### config.mk
export PLATFORM = sky130hd
export DESIGN_NAME = framed_packet_receiver_crc16_top
export DESIGN_NICKNAME = d
export VERILOG_FILES = /design/src/hdl/fprc_pkg.sv /design/src/hdl/framed_packet_receiver_crc16_top.sv
export SDC_FILE = /design/constraint.sdc
export NUM_CORES = 1
export LEC_CHECK = 0
export BUFFER_PORTS_ARGS = -buffer_cell sky130_fd_sc_hd__clkbuf_2
export CORE_MARGIN = 1.5
export CORE_UTILIZATION = 30
export CTS_CLUSTER_SIZE = 28
export DETAILED_ROUTE_END_ITERATION = 8
export PLACE_DENSITY = 0.57
export SLEW_MARGIN = 20
export SYNTH_ARGS = -nofsm -noshare
export SYNTH_HDL_FRONTEND = slang
export SYNTH_SLANG_ARGS = --single-unit
export TNS_END_PERCENT = 30
### constraint.sdc
create_clock -name clock -period 8.98 [get_ports clock]
set_input_delay 0.898 -clock clock [delete_from_list [all_inputs] [get_ports clock]]
set_output_delay 0.898 -clock clock [all_outputs]
set_load 0.02 [all_outputs]
### src/hdl/fprc_pkg.sv
`default_nettype none

package fprc_pkg;

   localparam int unsigned MAX_TYPES = 16;

   localparam logic [15:0] CRC_INIT = 16'hFFFF;
   localparam logic [15:0] CRC_POLY = 16'hA001;

   localparam logic [4:0] TYPE_COUNT_RESET = 5'd16;

   localparam int unsigned CSR_DATA_W = 64;
   localparam int unsigned CSR_ADDR_W = 6;

   typedef enum logic [2:0] {
      PH_HUNT1  = 3'd0,
      PH_HUNT2  = 3'd1,
      PH_NUMBER = 3'd2,
      PH_TYPE   = 3'd3,
      PH_DATA   = 3'd4,
      PH_CRC1   = 3'd5,
      PH_CRC2   = 3'd6
   } phase_type;

   typedef enum logic [2:0] {
      EV_NONE    = 3'd0,
      EV_PAYLOAD = 3'd1,
      EV_GOOD    = 3'd2,
      EV_BADCRC  = 3'd3,
      EV_BADTYPE = 3'd4
   } event_type;

   typedef enum logic [2:0] {
      REG_FIRST_SYNC  = 3'd0,
      REG_SECOND_SYNC = 3'd1,
      REG_TYPE_COUNT  = 3'd2,
      REG_SIZE_LOW    = 3'd3,
      REG_SIZE_HIGH   = 3'd4,
      REG_ACK_EXEMPT  = 3'd5
   } reg_index_type;

   function automatic logic [15:0] fprc_crc_byte(input logic [15:0] acc, input logic [7:0] b);
      logic [15:0] c;
      c = acc ^ {8'h00, b};
      for (int k = 0; k < 8; k++) begin
         if (c[0]) begin
            c = (c >> 1) ^ CRC_POLY;
         end else begin
            c = c >> 1;
         end
      end
      return c;
   endfunction

   function automatic logic [7:0] fprc_size_of_type(input logic [63:0] low_word,
                                                    input logic [63:0] high_word,
                                                    input logic [3:0]  t);
      logic [63:0] word;
      word = t[3] ? high_word : low_word;
      return word[{t[2:0], 3'b000} +: 8];
   endfunction

endpackage

`default_nettype wire

### src/hdl/framed_packet_receiver_crc16_top.sv
// Channel  Direction  Handshake             Payload
// req      in         req_valid/req_stall   req_rx_byte
// rsp      out        rsp_valid/rsp_stall   rsp_event_res, rsp_frame_number, rsp_frame_type,
//                                           rsp_payload_byte, rsp_payload_index, rsp_ack_due
// csr      in/out     csr_psel/csr_penable  csr_paddr, csr_pwrite, csr_pwdata, csr_prdata
//
// One item per cycle while req_stall is low; each item yields one result in the cycle after acceptance.
// The frame state and the CRC update for an item settle in the cycle it is accepted.
// The single result register sets the rate: req_stall rises only while it is full and stalled.
// Synchronous active-high reset returns to the sync hunt and restores register defaults.
`default_nettype none

module framed_packet_receiver_crc16_top
   import fprc_pkg::*;
(
   input  wire                    clock,
   input  wire                    reset,

   input  wire                    req_valid,
   output logic                   req_stall,
   input  wire  [7:0]             req_rx_byte,

   output logic                   rsp_valid,
   input  wire                    rsp_stall,
   output logic [2:0]             rsp_event_res,
   output logic [7:0]             rsp_frame_number,
   output logic [3:0]             rsp_frame_type,
   output logic [7:0]             rsp_payload_byte,
   output logic [7:0]             rsp_payload_index,
   output logic                   rsp_ack_due,

   input  wire                    csr_psel,
   input  wire                    csr_penable,
   input  wire                    csr_pwrite,
   input  wire  [CSR_ADDR_W-1:0]  csr_paddr,
   input  wire  [CSR_DATA_W-1:0]  csr_pwdata,
   output logic [CSR_DATA_W-1:0]  csr_prdata,
   output logic                   csr_pready
);

   logic [7:0]    first_sync_ff;
   logic [7:0]    second_sync_ff;
   logic [4:0]    type_count_ff;
   logic [63:0]   size_low_ff;
   logic [63:0]   size_high_ff;
   logic [15:0]   ack_exempt_ff;

   phase_type     phase_ff, phase_in;
   logic [15:0]   crc_ff, crc_in;
   logic [7:0]    crc_high_ff, crc_high_in;
   logic [7:0]    count_ff, count_in;
   logic [7:0]    length_ff, length_in;
   logic [3:0]    type_ff, type_in;
   logic [7:0]    number_ff, number_in;

   logic          rsp_valid_ff, rsp_valid_in;
   event_type     event_ff, event_in;
   logic [7:0]    out_number_ff, out_number_in;
   logic [3:0]    out_type_ff, out_type_in;
   logic [7:0]    out_pbyte_ff, out_pbyte_in;
   logic [7:0]    out_pindex_ff, out_pindex_in;
   logic          out_ack_ff, out_ack_in;

   logic          accept;
   logic          csr_write;
   reg_index_type csr_index;
   logic [4:0]    type_limit;
   logic          type_bad;
   logic [15:0]   crc_next;
   logic [7:0]    type_size;
   logic [7:0]    count_next;

   assign csr_pready = 1'b1;
   assign csr_write  = csr_psel & csr_penable & csr_pwrite & csr_pready;
   assign csr_index  = reg_index_type'(csr_paddr[CSR_ADDR_W-1:3]);

   always_ff @(posedge clock) begin
      if (reset) begin
         first_sync_ff  <= '0;
         second_sync_ff <= '0;
         type_count_ff  <= TYPE_COUNT_RESET;
         size_low_ff    <= '0;
         size_high_ff   <= '0;
         ack_exempt_ff  <= '0;
      end else if (csr_write) begin
         case (csr_index)
            REG_FIRST_SYNC:  first_sync_ff  <= csr_pwdata[7:0];
            REG_SECOND_SYNC: second_sync_ff <= csr_pwdata[7:0];
            REG_TYPE_COUNT:  type_count_ff  <= csr_pwdata[4:0];
            REG_SIZE_LOW:    size_low_ff    <= csr_pwdata;
            REG_SIZE_HIGH:   size_high_ff   <= csr_pwdata;
            REG_ACK_EXEMPT:  ack_exempt_ff  <= csr_pwdata[15:0];
            default: ;
         endcase
      end
   end

   always_comb begin
      case (csr_index)
         REG_FIRST_SYNC:  csr_prdata = {56'h0, first_sync_ff};
         REG_SECOND_SYNC: csr_prdata = {56'h0, second_sync_ff};
         REG_TYPE_COUNT:  csr_prdata = {59'h0, type_count_ff};
         REG_SIZE_LOW:    csr_prdata = size_low_ff;
         REG_SIZE_HIGH:   csr_prdata = size_high_ff;
         REG_ACK_EXEMPT:  csr_prdata = {48'h0, ack_exempt_ff};
         default:         csr_prdata = '0;
      endcase
   end

   assign req_stall = rsp_valid_ff & rsp_stall;
   assign accept    = req_valid & ~req_stall;

   assign type_limit = (type_count_ff < 5'(MAX_TYPES)) ? type_count_ff : 5'(MAX_TYPES);
   assign type_bad   = ({3'b000, type_limit} <= req_rx_byte);
   assign crc_next   = fprc_crc_byte(crc_ff, req_rx_byte);
   assign type_size  = fprc_size_of_type(size_low_ff, size_high_ff, req_rx_byte[3:0]);
   assign count_next = count_ff + 8'd1;

   // next phase
   always_comb begin
      phase_in = phase_ff;
      if (accept) begin
         case (phase_ff)
            PH_HUNT1: begin
               if (req_rx_byte == first_sync_ff) phase_in = PH_HUNT2;
            end
            PH_HUNT2: begin
               if (req_rx_byte == second_sync_ff) phase_in = PH_NUMBER;
            end
            PH_NUMBER: phase_in = PH_TYPE;
            PH_TYPE: begin
               if (type_bad) begin
                  phase_in = PH_HUNT1;
               end else if (type_size != 8'd0) begin
                  phase_in = PH_DATA;
               end else begin
                  phase_in = PH_CRC1;
               end
            end
            PH_DATA: begin
               if (count_next == length_ff) phase_in = PH_CRC1;
            end
            PH_CRC1: phase_in = PH_CRC2;
            PH_CRC2: phase_in = PH_HUNT1;
            default: phase_in = PH_HUNT1;
         endcase
      end
   end

   // frame datapath and result
   always_comb begin
      crc_in        = crc_ff;
      crc_high_in   = crc_high_ff;
      count_in      = count_ff;
      length_in     = length_ff;
      type_in       = type_ff;
      number_in     = number_ff;
      event_in      = EV_NONE;
      out_number_in = '0;
      out_type_in   = '0;
      out_pbyte_in  = '0;
      out_pindex_in = '0;
      out_ack_in    = 1'b0;
      case (phase_ff)
         PH_HUNT2: begin
            if (req_rx_byte == second_sync_ff) begin
               count_in = '0;
               crc_in   = CRC_INIT;
            end
         end
         PH_NUMBER: begin
            number_in = req_rx_byte;
            crc_in    = crc_next;
         end
         PH_TYPE: begin
            if (type_bad) begin
               event_in      = EV_BADTYPE;
               out_number_in = number_ff;
            end else begin
               type_in   = req_rx_byte[3:0];
               length_in = type_size;
               crc_in    = crc_next;
            end
         end
         PH_DATA: begin
            event_in      = EV_PAYLOAD;
            out_number_in = number_ff;
            out_type_in   = type_ff;
            out_pbyte_in  = req_rx_byte;
            out_pindex_in = count_ff;
            crc_in        = crc_next;
            count_in      = count_next;
         end
         PH_CRC1: crc_high_in = req_rx_byte;
         PH_CRC2: begin
            out_number_in = number_ff;
            out_type_in   = type_ff;
            if ({crc_high_ff, req_rx_byte} == crc_ff) begin
               event_in   = EV_GOOD;
               out_ack_in = ~ack_exempt_ff[type_ff];
            end else begin
               event_in   = EV_BADCRC;
            end
         end
         default: ;
      endcase
   end

   assign rsp_valid_in = accept | (rsp_valid_ff & rsp_stall);

   always_ff @(posedge clock) begin
      if (reset) begin
         phase_ff     <= PH_HUNT1;
         rsp_valid_ff <= 1'b0;
      end else begin
         phase_ff     <= phase_in;
         rsp_valid_ff <= rsp_valid_in;
      end
   end

   always_ff @(posedge clock) begin
      if (accept) begin
         crc_ff        <= crc_in;
         crc_high_ff   <= crc_high_in;
         count_ff      <= count_in;
         length_ff     <= length_in;
         type_ff       <= type_in;
         number_ff     <= number_in;
         event_ff      <= event_in;
         out_number_ff <= out_number_in;
         out_type_ff   <= out_type_in;
         out_pbyte_ff  <= out_pbyte_in;
         out_pindex_ff <= out_pindex_in;
         out_ack_ff    <= out_ack_in;
      end
   end

   assign rsp_valid         = rsp_valid_ff;
   assign rsp_event_res     = event_ff;
   assign rsp_frame_number  = out_number_ff;
   assign rsp_frame_type    = out_type_ff;
   assign rsp_payload_byte  = out_pbyte_ff;
   assign rsp_payload_index = out_pindex_ff;
   assign rsp_ack_due       = out_ack_ff;

   a_stall_only_when_full: assert property (@(posedge clock) disable iff (reset)
      req_stall |-> rsp_valid_ff)
      else $error("input stalled with result register empty");

   a_item_gives_result: assert property (@(posedge clock) disable iff (reset)
      accept |=> rsp_valid_ff)
      else $error("accepted item produced no result");

   a_data_has_length: assert property (@(posedge clock) disable iff (reset)
      phase_ff == PH_DATA |-> length_ff != 8'd0)
      else $error("payload phase with zero length");

   a_ack_only_on_good: assert property (@(posedge clock) disable iff (reset)
      rsp_valid_ff && rsp_ack_due |-> event_ff == EV_GOOD)
      else $error("acknowledge flagged on a frame that is not good");

   a_none_is_blank: assert property (@(posedge clock) disable iff (reset)
      rsp_valid_ff && event_ff == EV_NONE |->
         rsp_frame_number == 8'd0 && rsp_frame_type == 4'd0 &&
         rsp_payload_byte == 8'd0 && rsp_payload_index == 8'd0)
      else $error("empty result carries nonzero fields");

endmodule

`default_nettype wire
# After elaboration in Yosys (flattened, before gate mapping)
# Index checks and enable logic that the tools add are counted.
classes:
  addsub: 1
  mul: 0
  div: 0
  n_lt_le_gt_ge: 3
  n_eq_ne: 19
  n_shift: 1
  n_mux: 29
  n_bitwise: 17
  n_reduce_logical: 20
op_table:
  columns: ["op", "count"]
  rows:
  - ["64-bit one-hot mux with 6 select lines", 1]
  - ["16-bit 2-to-1 mux", 10]
  - ["64-bit 2-to-1 mux", 1]
  - ["64-bit by 7-bit indexed part select with 8-bit output", 1]
  - ["16-bit one-hot mux with 3 select lines", 1]
  - ["8-bit one-hot mux with 2 select lines", 2]
  - ["8-bit equality test", 3]
  - ["2-bit inverter with 3-bit output", 8]
  - ["3-bit one-hot mux with 6 select lines", 1]
  - ["2-bit AND reduction", 9]
  - ["16-bit equality test", 1]
  - ["8-bit 2-to-1 mux", 2]
  - ["16-bit by 8-bit bitwise XOR with 16-bit output", 1]
  - ["3-bit equality test, second input constant", 5]
  - ["3-bit 2-to-1 mux", 5]
  - ["3-bit by 2-bit equality test with 1-bit output, second input constant", 4]
  - ["3-bit one-hot mux with 3 select lines", 1]
  - ["8-bit by 1-bit adder with 8-bit output, second input constant", 1]
  - ["5-bit by 8-bit <= comparator with 1-bit output", 1]
  - ["2-bit inequality test, second input constant", 4]
  - ["4-bit AND reduction", 2]
  - ["8-bit nonzero test", 1]
  - ["3-bit by 1-bit equality test with 1-bit output, second input constant", 2]
  - ["3-bit logical NOT", 2]
  - ["other kinds (12)", 21]
word_totals:
  ff_bits: 253
  latchBits: 0
  ram_bits: 0
  rom_bits: 0
  elab_cells: 110
  memories: 0

# Logic depth before layout (Yosys ltp)
# Gate-level depths: netlist of run 1.
depth:
  ltp_word: 19
  depth_mapped: 10
  depth_no_buf: 8

# Worst setup path after synthesis of run 1
# OpenSTA, ideal clock, no wires.
synth_path:
  path_kind: "input to register"
  startpoint: "in req_rx_byte[3]"
  endpoint: "reg crc_ff[0] (enable)"
  setup_ns: 0.399
  t_arrival_ns: 3.147
  required_time_ns: 8.581
  path_slack_ns: 5.434
  stages: 9
  path_buffers: 2
  path_cell_list: "buf_4 -> clkbuf_1 -> inv_1 -> ha_1 -> nand2_1 -> nor2_1 -> nor4_1 -> o21ai_1 -> a31oi_1"
synth_via:
  elab_chain_cells: 3
  elab_cells_between_ends: 5
  cone_classes: "1 x order compare; 3 x eq/ne; 1 x reduce/logical"
synth_lines:
  columns: ["element", "line", "rtl"]
  rows:
  - ["start, declared", "framed_packet_receiver_crc16_top.sv:21", "input wire [7:0] req_rx_byte,"]
  - ["5-bit by 8-bit <= comparator with 1-bit output or 8-bit equality test (tied branches)", "framed_packet_receiver_crc16_top.sv:114, framed_packet_receiver_crc16_top.sv:166", null]
  - ["2-bit inequality test (no source line)", null, null]
  - ["4-bit AND reduction (no source line) (*)", null, null]
  - ["end signal, assigned", "framed_packet_receiver_crc16_top.sv:223", "crc_ff <= crc_in;"]
  - ["end, declared", "framed_packet_receiver_crc16_top.sv:49", "logic [15:0] crc_ff, crc_in;"]
# Every way passes the cells marked *; elsewhere a longest branch is shown, timed or not.
# A chain may end at the register's enable or synchronous reset.

# Final worst setup path of run 1
layout_path:
  startpoint: "in csr_paddr[3]"
  endpoint: "out csr_prdata[54]"
layout_via:
  elab_chain_cells: 2
  elab_cells_between_ends: 7
  cone_classes: "5 x eq/ne; 1 x mux; 1 x reduce/logical"
layout_lines:
  columns: ["element", "line", "rtl"]
  rows:
  - ["start, declared", "framed_packet_receiver_crc16_top.sv:35", "input wire [CSR_ADDR_W-1:0] csr_paddr,"]
  - ["3-bit equality test, or another cell as far along", "framed_packet_receiver_crc16_top.sv:99", "case (csr_index)"]
  - ["64-bit one-hot mux with 6 select lines (*)", "framed_packet_receiver_crc16_top.sv:99", null]
  - ["end, declared", "framed_packet_receiver_crc16_top.sv:37", "output logic [CSR_DATA_W-1:0] csr_prdata,"]
# Marks and branches as above.

==> results summary, run 1 <==
The final RePlAce weighted congestion is 0.817. The core region is 0.0388 sq mm. The fraction of registers with async set/reset came out at 0. The share of total power dissipated in sequential elements is 0.458.

The library cell used most frequently in the layout, excluding fill and tap cells, is nand2_1. The quantity of I/O buffers inserted on ports came out at 179. The effective utilization at floorplan is 0.306. The via count of the first global-routing pass is 9224. The number of design-rule violations left by the first detailed-router iteration is 745. The synthesized design contains 253 register bits. The detail-routed net length per standard cell is 19.0 um.

The multiplexer share of the synthesized area is 0.115. The synthesis-to-finish area growth is 19.9%. For the pin with the worst max-slew slack, the measured transition is 1.03 ns. After detailed routing, the number of remaining DRC violations is 0. The highest net fanout along the worst path is 57. The internal power is 2.02 mW. The fraction of final layout cells sized beyond drive strength 1 is 0.216. The post-cts gate resize count came out at 0.

The compound-cell area share of the yosys netlist is 0.130. The worst setup path is captured at a primary output. The number of warnings issued by yosys is 0. In this run the count of I/O pins placed on the die edge is 184. The worst hold path passes through 2 cells. The later pin in the worst-skew pair is clocked with a latency of 0.55 ns.

The worst register-to-register path has a setup slack of 6.41 ns. The number of distinct library cells after synthesis is 55. The startpoint identified for the worst hold timing path is ack_exempt_ff[6].

Of the available clock period, the critical path in the final layout requires 0.421. Of the total synthesized cell area, the portion taken by full adders, half adders and majority gates is 0.0105. The max-slew violation total from the final report came out at 0. The count of nets left with antenna violations once routing finished came out at 0. Counting I/O delays and the setup requirement, the final critical path takes 3.78 ns. The total die area is 0.0408 sq mm. The clock-pin slew on the worst setup and hold paths is 0.06 ns. The routed design has 36200 um of wire.

The worst register-to-register path begins at crc_ff[0]. Clock skew on the completed layout was measured at 0.0222 ns. The total leakage power came out at 5.16 nW. The library cells used most frequently in the layout, excluding fill and tap cells, are nand2_1, clkbuf_2, dfxtp_1, a21oi_1, edfxtp_1.

The largest net degree at the start of global routing is 92. The worst-case headroom to the max-slew limit came out at 0.307. After detailed routing, the number of vias per cell comes to 5.01. The number of antenna diodes in the final layout is 0.

For this design, the sink count on the clock tree is 253. The post-synthesis cell area came out at 0.0119 sq mm. Of the synthesized area, sequential elements account for 0.497.

The net load switching power is 0.600 mW. Setup repair after global routing left no endpoint under its margin. The number of cells on the worst reg-to-reg path is 8. The data required time of the critical path came out at 8.08 ns.

The number of nets in the final layout came out at 1458. TritonCTS built the clock tree. The simple-gate portion of the synthesized area came out at 0.170.

The total number of placement rows is 72. Setup violations remaining at the end of the flow were counted as 0. Of the total power, the share spent switching nets is 0.229.

The first global-routing pass estimated 55300 um of wire. The post-synthesis cell count is 1225. The x dimension of the die is 202 um. Of the total synthesized cell area, the portion taken by XOR and XNOR cells is 0.0424. The worst hold endpoint is ack_exempt_ff[6]. The share of total power dissipated in the clock network is 0.480. The worst setup path is launched from an input pin.

For this run, the top clock speed supported by timing is 0.265 GHz. The power density relative to cell area came out at 184 mW/mm^2. In this run the number of H-tree levels came out at 1. VDD sags by at most 0.130 mV. The synthesized area divided by synthesized cell count is 9.70 sq um. The flow ran to the end, and the final reports show no timing, DRC or antenna violations.

For this run, the detailed router's first-pass iteration total came to 5. The number of buffers created by CTS is 29. For this block, the via count after detailed routing is 9548. Measured along the y axis, the die boundary spans 202 um. The number of hold-repair buffers added at the cts stage is 0.

The power share of the combinational group came out at 0.062. The endpoint identified for the worst register-to-register timing path is crc_ff[0]. The root buffer cell chosen for the clock tree is clkbuf_16.

The worst endpoint data arrival time came out at 2.88 ns. After routing, the total negative slack on setup checks comes to 0 ns. The net count after synthesis is 1320. The class of the most critical setup path is in -> out.

The worst hold path belongs to the class reg -> reg. The max-cap check violation count is 0. The post-CTS repair timing setup buffer count came out at 0.

After synthesis, the largest family of logic cells by area is simple AND/OR/NAND/NOR gates. Summing internal, switching and leakage power gives 2.62 mW. The clock passes through at most 3 buffers.

The hold violation count in the final report is 0. The most used flip-flop cell after synthesis is dfxtp_1. The filler cells instantiated in the layout total 3931. The number of antenna violations at the first check in global routing came out at 0. The aggregate global routing overflow came out at 0. After legalization and detailed placement, the total HPWL measured 23800 um. The number of synthesized flops with an enable pin is 84. The critical path launch point is csr_paddr[3]. The global-route total usage across every layer is 0.173.
worst max-delay path, stage by stage:
cell      delay, ns
clkbuf_2       0.08
buf_4          0.42
nand2_1        0.24
nor2_4         0.12
buf_4          0.58
a22o_1         0.27
clkbuf_2       0.18
synth_stat cells (13+ instances only):
| cell type | n | area share |
|---|---|---|
| mux2i_1 | 36 | 0.030 |
| mux4_2 | 39 | 0.074 |
| clkbuf_1 | 68 | 0.021 |
| a21oi_1 | 150 | 0.063 |
| nand2b_1 | 14 | 0.0074 |
| nor2b_1 | 19 | 0.010 |
| a22oi_1 | 16 | 0.010 |
| edfxtp_1 | 84 | 0.21 |
| dfxtp_1 | 169 | 0.28 |
| o22ai_1 | 13 | 0.0068 |
| nand3_1 | 14 | 0.0059 |
| xnor2_1 | 45 | 0.033 |
| a22o_1 | 48 | 0.035 |
| and3_1 | 17 | 0.0090 |
| nor2_1 | 54 | 0.017 |
| nand2_1 | 318 | 0.10 |
cell families (layout without fill, tap and decap cells):
logic type | after synthesis | in the layout
AND/OR/NAND/NOR | 469 | 469
AO/OA/AOI/OAI | 253 | 253
flip-flops | 253 | 253
buffers and inverters | 98 | 259
multiplexers | 85 | 85
XOR/XNOR | 56 | 56
adder cells (fa/ha/maj) | 10 | 10
other | 1 | 1
flip-flops by register name, summed over array words and instances (netlist names):
| signal | flops |
|---|---|
| ack_exempt_ff | 16 |
| count_ff | 8 |
| crc_ff | 16 |
| crc_high_ff | 8 |
| first_sync_ff | 8 |
| length_ff | 8 |
| number_ff | 8 |
| phase_ff | 3 |
| rsp_ack_due | 1 |
| rsp_event_res | 3 |
| rsp_frame_number | 8 |
| rsp_frame_type | 4 |
| rsp_payload_byte | 8 |
| rsp_payload_index | 8 |
| rsp_valid | 1 |
| second_sync_ff | 8 |
| size_high_ff | 64 |
| size_low_ff | 64 |
| type_count_ff | 5 |
| type_ff | 4 |
power by group through the flow:
| stage | Sequential (mW) | Combinational, mW | Clock, mW |
|---|---|---|---|
| floorplan | 1.23 | 0.0866 | 0 |
| global placement | 1.22 | 0.161 | 0 |
| detailed placement | 1.22 | 0.162 | 0 |
| CTS | 1.20 | 0.163 | 1.28 |
| global route | 1.20 | 0.175 | 1.33 |
| finish | 1.20 | 0.162 | 1.26 |
final cells by class:
class / count / area (sq um) / area share
sequential: 253 / 5910 / 0.415
multi-input combinational: 874 / 5620 / 0.394
timing repair buffer: 192 / 996 / 0.0699
clock buffer: 40 / 847 / 0.0595
tap: 518 / 648 / 0.0455
clock inverter: 14 / 185 / 0.0130
inverter: 13 / 48.8 / 0.00343
metrics by stage:
stage | instance area (sq um) | std cells | hold slack (ns) | setup slack (ns) | utilization
global placement | 13200 | 1850 | 0.453 | 5.14 | 0.340
CTS | 14200 | 1904 | 0.469 | 5.16 | 0.367
floorplan | 11900 | 1225 | 0.442 | 5.43 | -
detailed placement | 13200 | 1850 | 0.460 | 5.11 | 0.340
global route | 14200 | 1904 | 0.485 | 5.06 | 0.367
finish | 14200 | 1904 | 0.466 | 5.20 | 0.367
worst max-delay path by stage:
| stage | to | slack, ns | depth (start not counted) |
|---|---|---|---|
| floorplan | crc_ff[0] | 5.43 | 9 |
| global placement | crc_ff[0] | 5.14 | 10 |
| detailed placement | crc_ff[0] | 5.11 | 10 |
| CTS | csr_prdata[8] | 5.16 | 8 |
| global route | csr_prdata[8] | 5.06 | 8 |
| finish | csr_prdata[54] | 5.20 | 7 |
layer usage:
layer  up-vias  wire, um  global-route usage
met1      4616     16600               0.245
met5         -         0                   0
met3        45      2350              0.0342
met4         0       780              0.0434
met2       294     16500               0.270
li1       4593         -                   -
No activity file was read; power rests on OpenSTA's default activity.
==> run 2, diff against run 1 <==
- PLACE_DENSITY: 0.57 -> 0.58
- clock period: 8.98 -> 3.06 ns (I/O delays scaled with it)
==> results summary, run 2 (synthesis gave the netlist of run 1 again) <==
The number of nets in the final layout came to 1522 (+4.4%). The startpoint kind of the worst setup timing path is a register. The maximum buffer depth of the clock tree was 3 (unchanged). The hold violation count in the final report is 0 (unchanged). The final routed wirelength across all metal layers is 36700 um (+1.2%). The worst-case headroom to the max-slew limit was 0.391 (+0.0842).

The count of placed standard cells in the final layout, fillers left out is 1966 (+3.3%). The detail-routed net length per standard cell was 18.7 um (-2.0%). The cell depth of the worst flop-to-flop path came out at 8 (unchanged). The endpoint of the lowest-slack register-to-register path is crc_ff[0]. The quantity of I/O buffers inserted on ports is 179 (unchanged). The aggregate global routing overflow is 0 (unchanged). The post-CTS repair timing setup buffer count was 0 (unchanged). The data required time of the critical path is 3.32 ns (-4.76 ns). The total number of placement rows came to 72 (unchanged). The count of pins on the block boundary is 184 (unchanged). Leaving out fill and tap cells, the most frequent cell in the layout is nand2_1.

The number of search-and-repair iterations in the first detailed-routing pass came out at 5 (unchanged). The final RePlAce weighted congestion was 0.836 (+2.4%). The endpoint of the worst setup timing path is crc_ff[0]. The total number of H-tree levels came out at 1 (unchanged). The flow ran to the end, and the final reports show no timing, DRC or antenna violations. The source of the worst hold timing path is csr_pwdata[8]. The core outline area came out at 0.0388 sq mm (unchanged). The reg-to-reg setup timing slack came out at 0.53 ns (-5.88 ns).

The final HPWL from detailed placement is 24400 um (+2.3%). The clock network latency to the later pin of the worst-skew pair is 0.56 ns (about the same). The number of fillers in the final layout was 3864 (-1.7%). The total die area came out at 0.0408 sq mm (unchanged). The count of antenna diodes in the layout came out at 0 (unchanged). The number of design-rule violations left by the first detailed-router iteration is 725 (-2.7%). The actual slew at the worst max-slew pin is 0.913 ns (-0.118 ns). TritonCTS built the clock tree.

The clock-pin slew on the worst setup and hold paths came out at 0.06 ns (about the same). The max-cap check violation count was 0 (unchanged). The element type at the critical path end is a register. Setup repair after global routing left no endpoint under its margin.

The worst setup margin came out at 0.526 ns (-4.68 ns). The number of hold-repair buffers added at the cts stage is 53 (+53). The count of unresolved DRC violations after routing is 0 (unchanged). The period utilization came out at 0.828. The highest net fanout along the worst path is 3 (-95%).

In the final layout, the registers with the most flip-flops are size_high_ff (64), size_low_ff (64). The x dimension of the die came out at 202 um (unchanged). The total leakage power came out at 5.41 nW (+4.8%). The critical path is of the reg -> reg type. The max-slew violation total from the final report came to 0 (unchanged). The total negative slack came out at 0 ns (unchanged). The die boundary height came out at 202 um (unchanged).

The global-route total usage across every layer came out at 0.175 (+0.00188). The via count of the first global-routing pass came to 9466 (+2.6%). The class of the tightest hold or removal check is in -> reg. The number of clock sinks came out at 253 (unchanged).

The clock period minus worst slack came out at 2.53 ns. The post-cts gate resize count came to 0 (unchanged). The count of antenna-violating nets left after detailed routing came out at 0 (unchanged). The synthesis-to-finish area growth came out at 25.5%. The worst endpoint data arrival time is 2.79 ns (-0.09 ns).

The largest net degree at the start of global routing is 166 (+80%). The worst slack at placement is 0.438 ns (-4.67 ns). CTS placed an instance of clkbuf_16 at the clock tree root. The fraction of final layout cells sized beyond drive strength 1 is 0.212 (-0.00443). In this run the critical register-to-register path is launched from crc_ff[0]. The overall via count from detail_route is 9864 (+3.3%). The effective utilization at floorplan is 0.306 (unchanged). The number of endpoints failing setup at the final stage came out at 0 (unchanged). The worst clock skew is 0.0351 ns (+0.0129 ns).

In the layout the commonest cells are nand2_1, clkbuf_2, dfxtp_1, a21oi_1, edfxtp_1. The number of buffers created by CTS came to 29 (unchanged). The cell count after placement is 1861 (+0.59%). The peak ir drop on the vdd network is 0.379 mV (+190%). The number of antenna violations at the first check in global routing came to 1 (+1). Timing would allow up to 0.395 GHz. The wire length of the first global-routing pass came out at 56100 um (+1.4%).

The via count normalized by instance count was 5.02 (about the same). The critical path starts at crc_ff[0]. The power density relative to cell area was 508 mW/mm^2 (+180%).
-- run 2: cell types whose count changed in the layout (fill, tap and decap cells not counted), sizes merged --
cell	before	now
clkbuf	218	212
bufinv	4	3
clkinvlp	3	5
dlygate4sd3	0	53
clkinv	7	10
buf	14	25
-- run 2: worst min-delay path by stage --
stage                   endpoint  depth (start not counted)  slack (ns)
2_1_floorplan     crc_high_ff[0]                          0        0.40
3_3_place_gp    ack_exempt_ff[2]                          2        0.45
3_5_place_dp      size_low_ff[8]                          2        0.46
4_1_cts         size_high_ff[62]                          3       0.007
5_1_grt        ack_exempt_ff[10]                          3        0.02
6_report          size_low_ff[8]                          3        0.03
-- run 2: power by group --
part	internal, mW	total [mW]	leakage (nW)	switching, mW
Clock	2.08	3.51	0.462	1.43
Combinational	0.216	0.548	2.79	0.332
Sequential	3.50	3.52	2.16	0.0200
Total	5.79	7.57	5.41	1.78
-- run 2: metal layers --
layer / vias up / GRT usage / wire (um)
met5: - / 0 / 12
met2: 362 / 0.283 / 17000
met1: 4738 / 0.243 / 16500
met3: 48 / 0.0316 / 2440
li1: 4714 / - / -
met4: 2 / 0.0397 / 737
-- run 2: critical path, cell delays in order, from the launching register on --
cell      delay, ns
edfxtp_1       0.38
xor2_1         0.30
inv_1          0.09
ha_1           0.32
xnor2_1        0.29
xnor3_1        0.41
xnor2_1        0.24
xor2_1         0.17
nand2_1        0.06
-- run 2: cell type report --
type | count | area (sq um) | area share
clock buffer | 34 | 786 | 0.0527
clock inverter | 18 | 178 | 0.0119
inverter | 13 | 48.8 | 0.00327
multi-input combinational | 874 | 5610 | 0.376
sequential | 253 | 5910 | 0.396
tap | 518 | 648 | 0.0435
timing repair buffer | 256 | 1730 | 0.116
-- run 2: through the flow --
step	total power, mW	utilization	instance area [sq um]	hold WS, ns
2_1_floorplan	3.86	-	11900	0.405
3_3_place_gp	4.08	0.345	13400	0.453
3_5_place_dp	4.08	0.345	13400	0.460
4_1_cts	7.64	0.384	14900	0.00685
5_1_grt	7.81	0.384	14900	0.0187
6_report	7.57	0.384	14900	0.0307
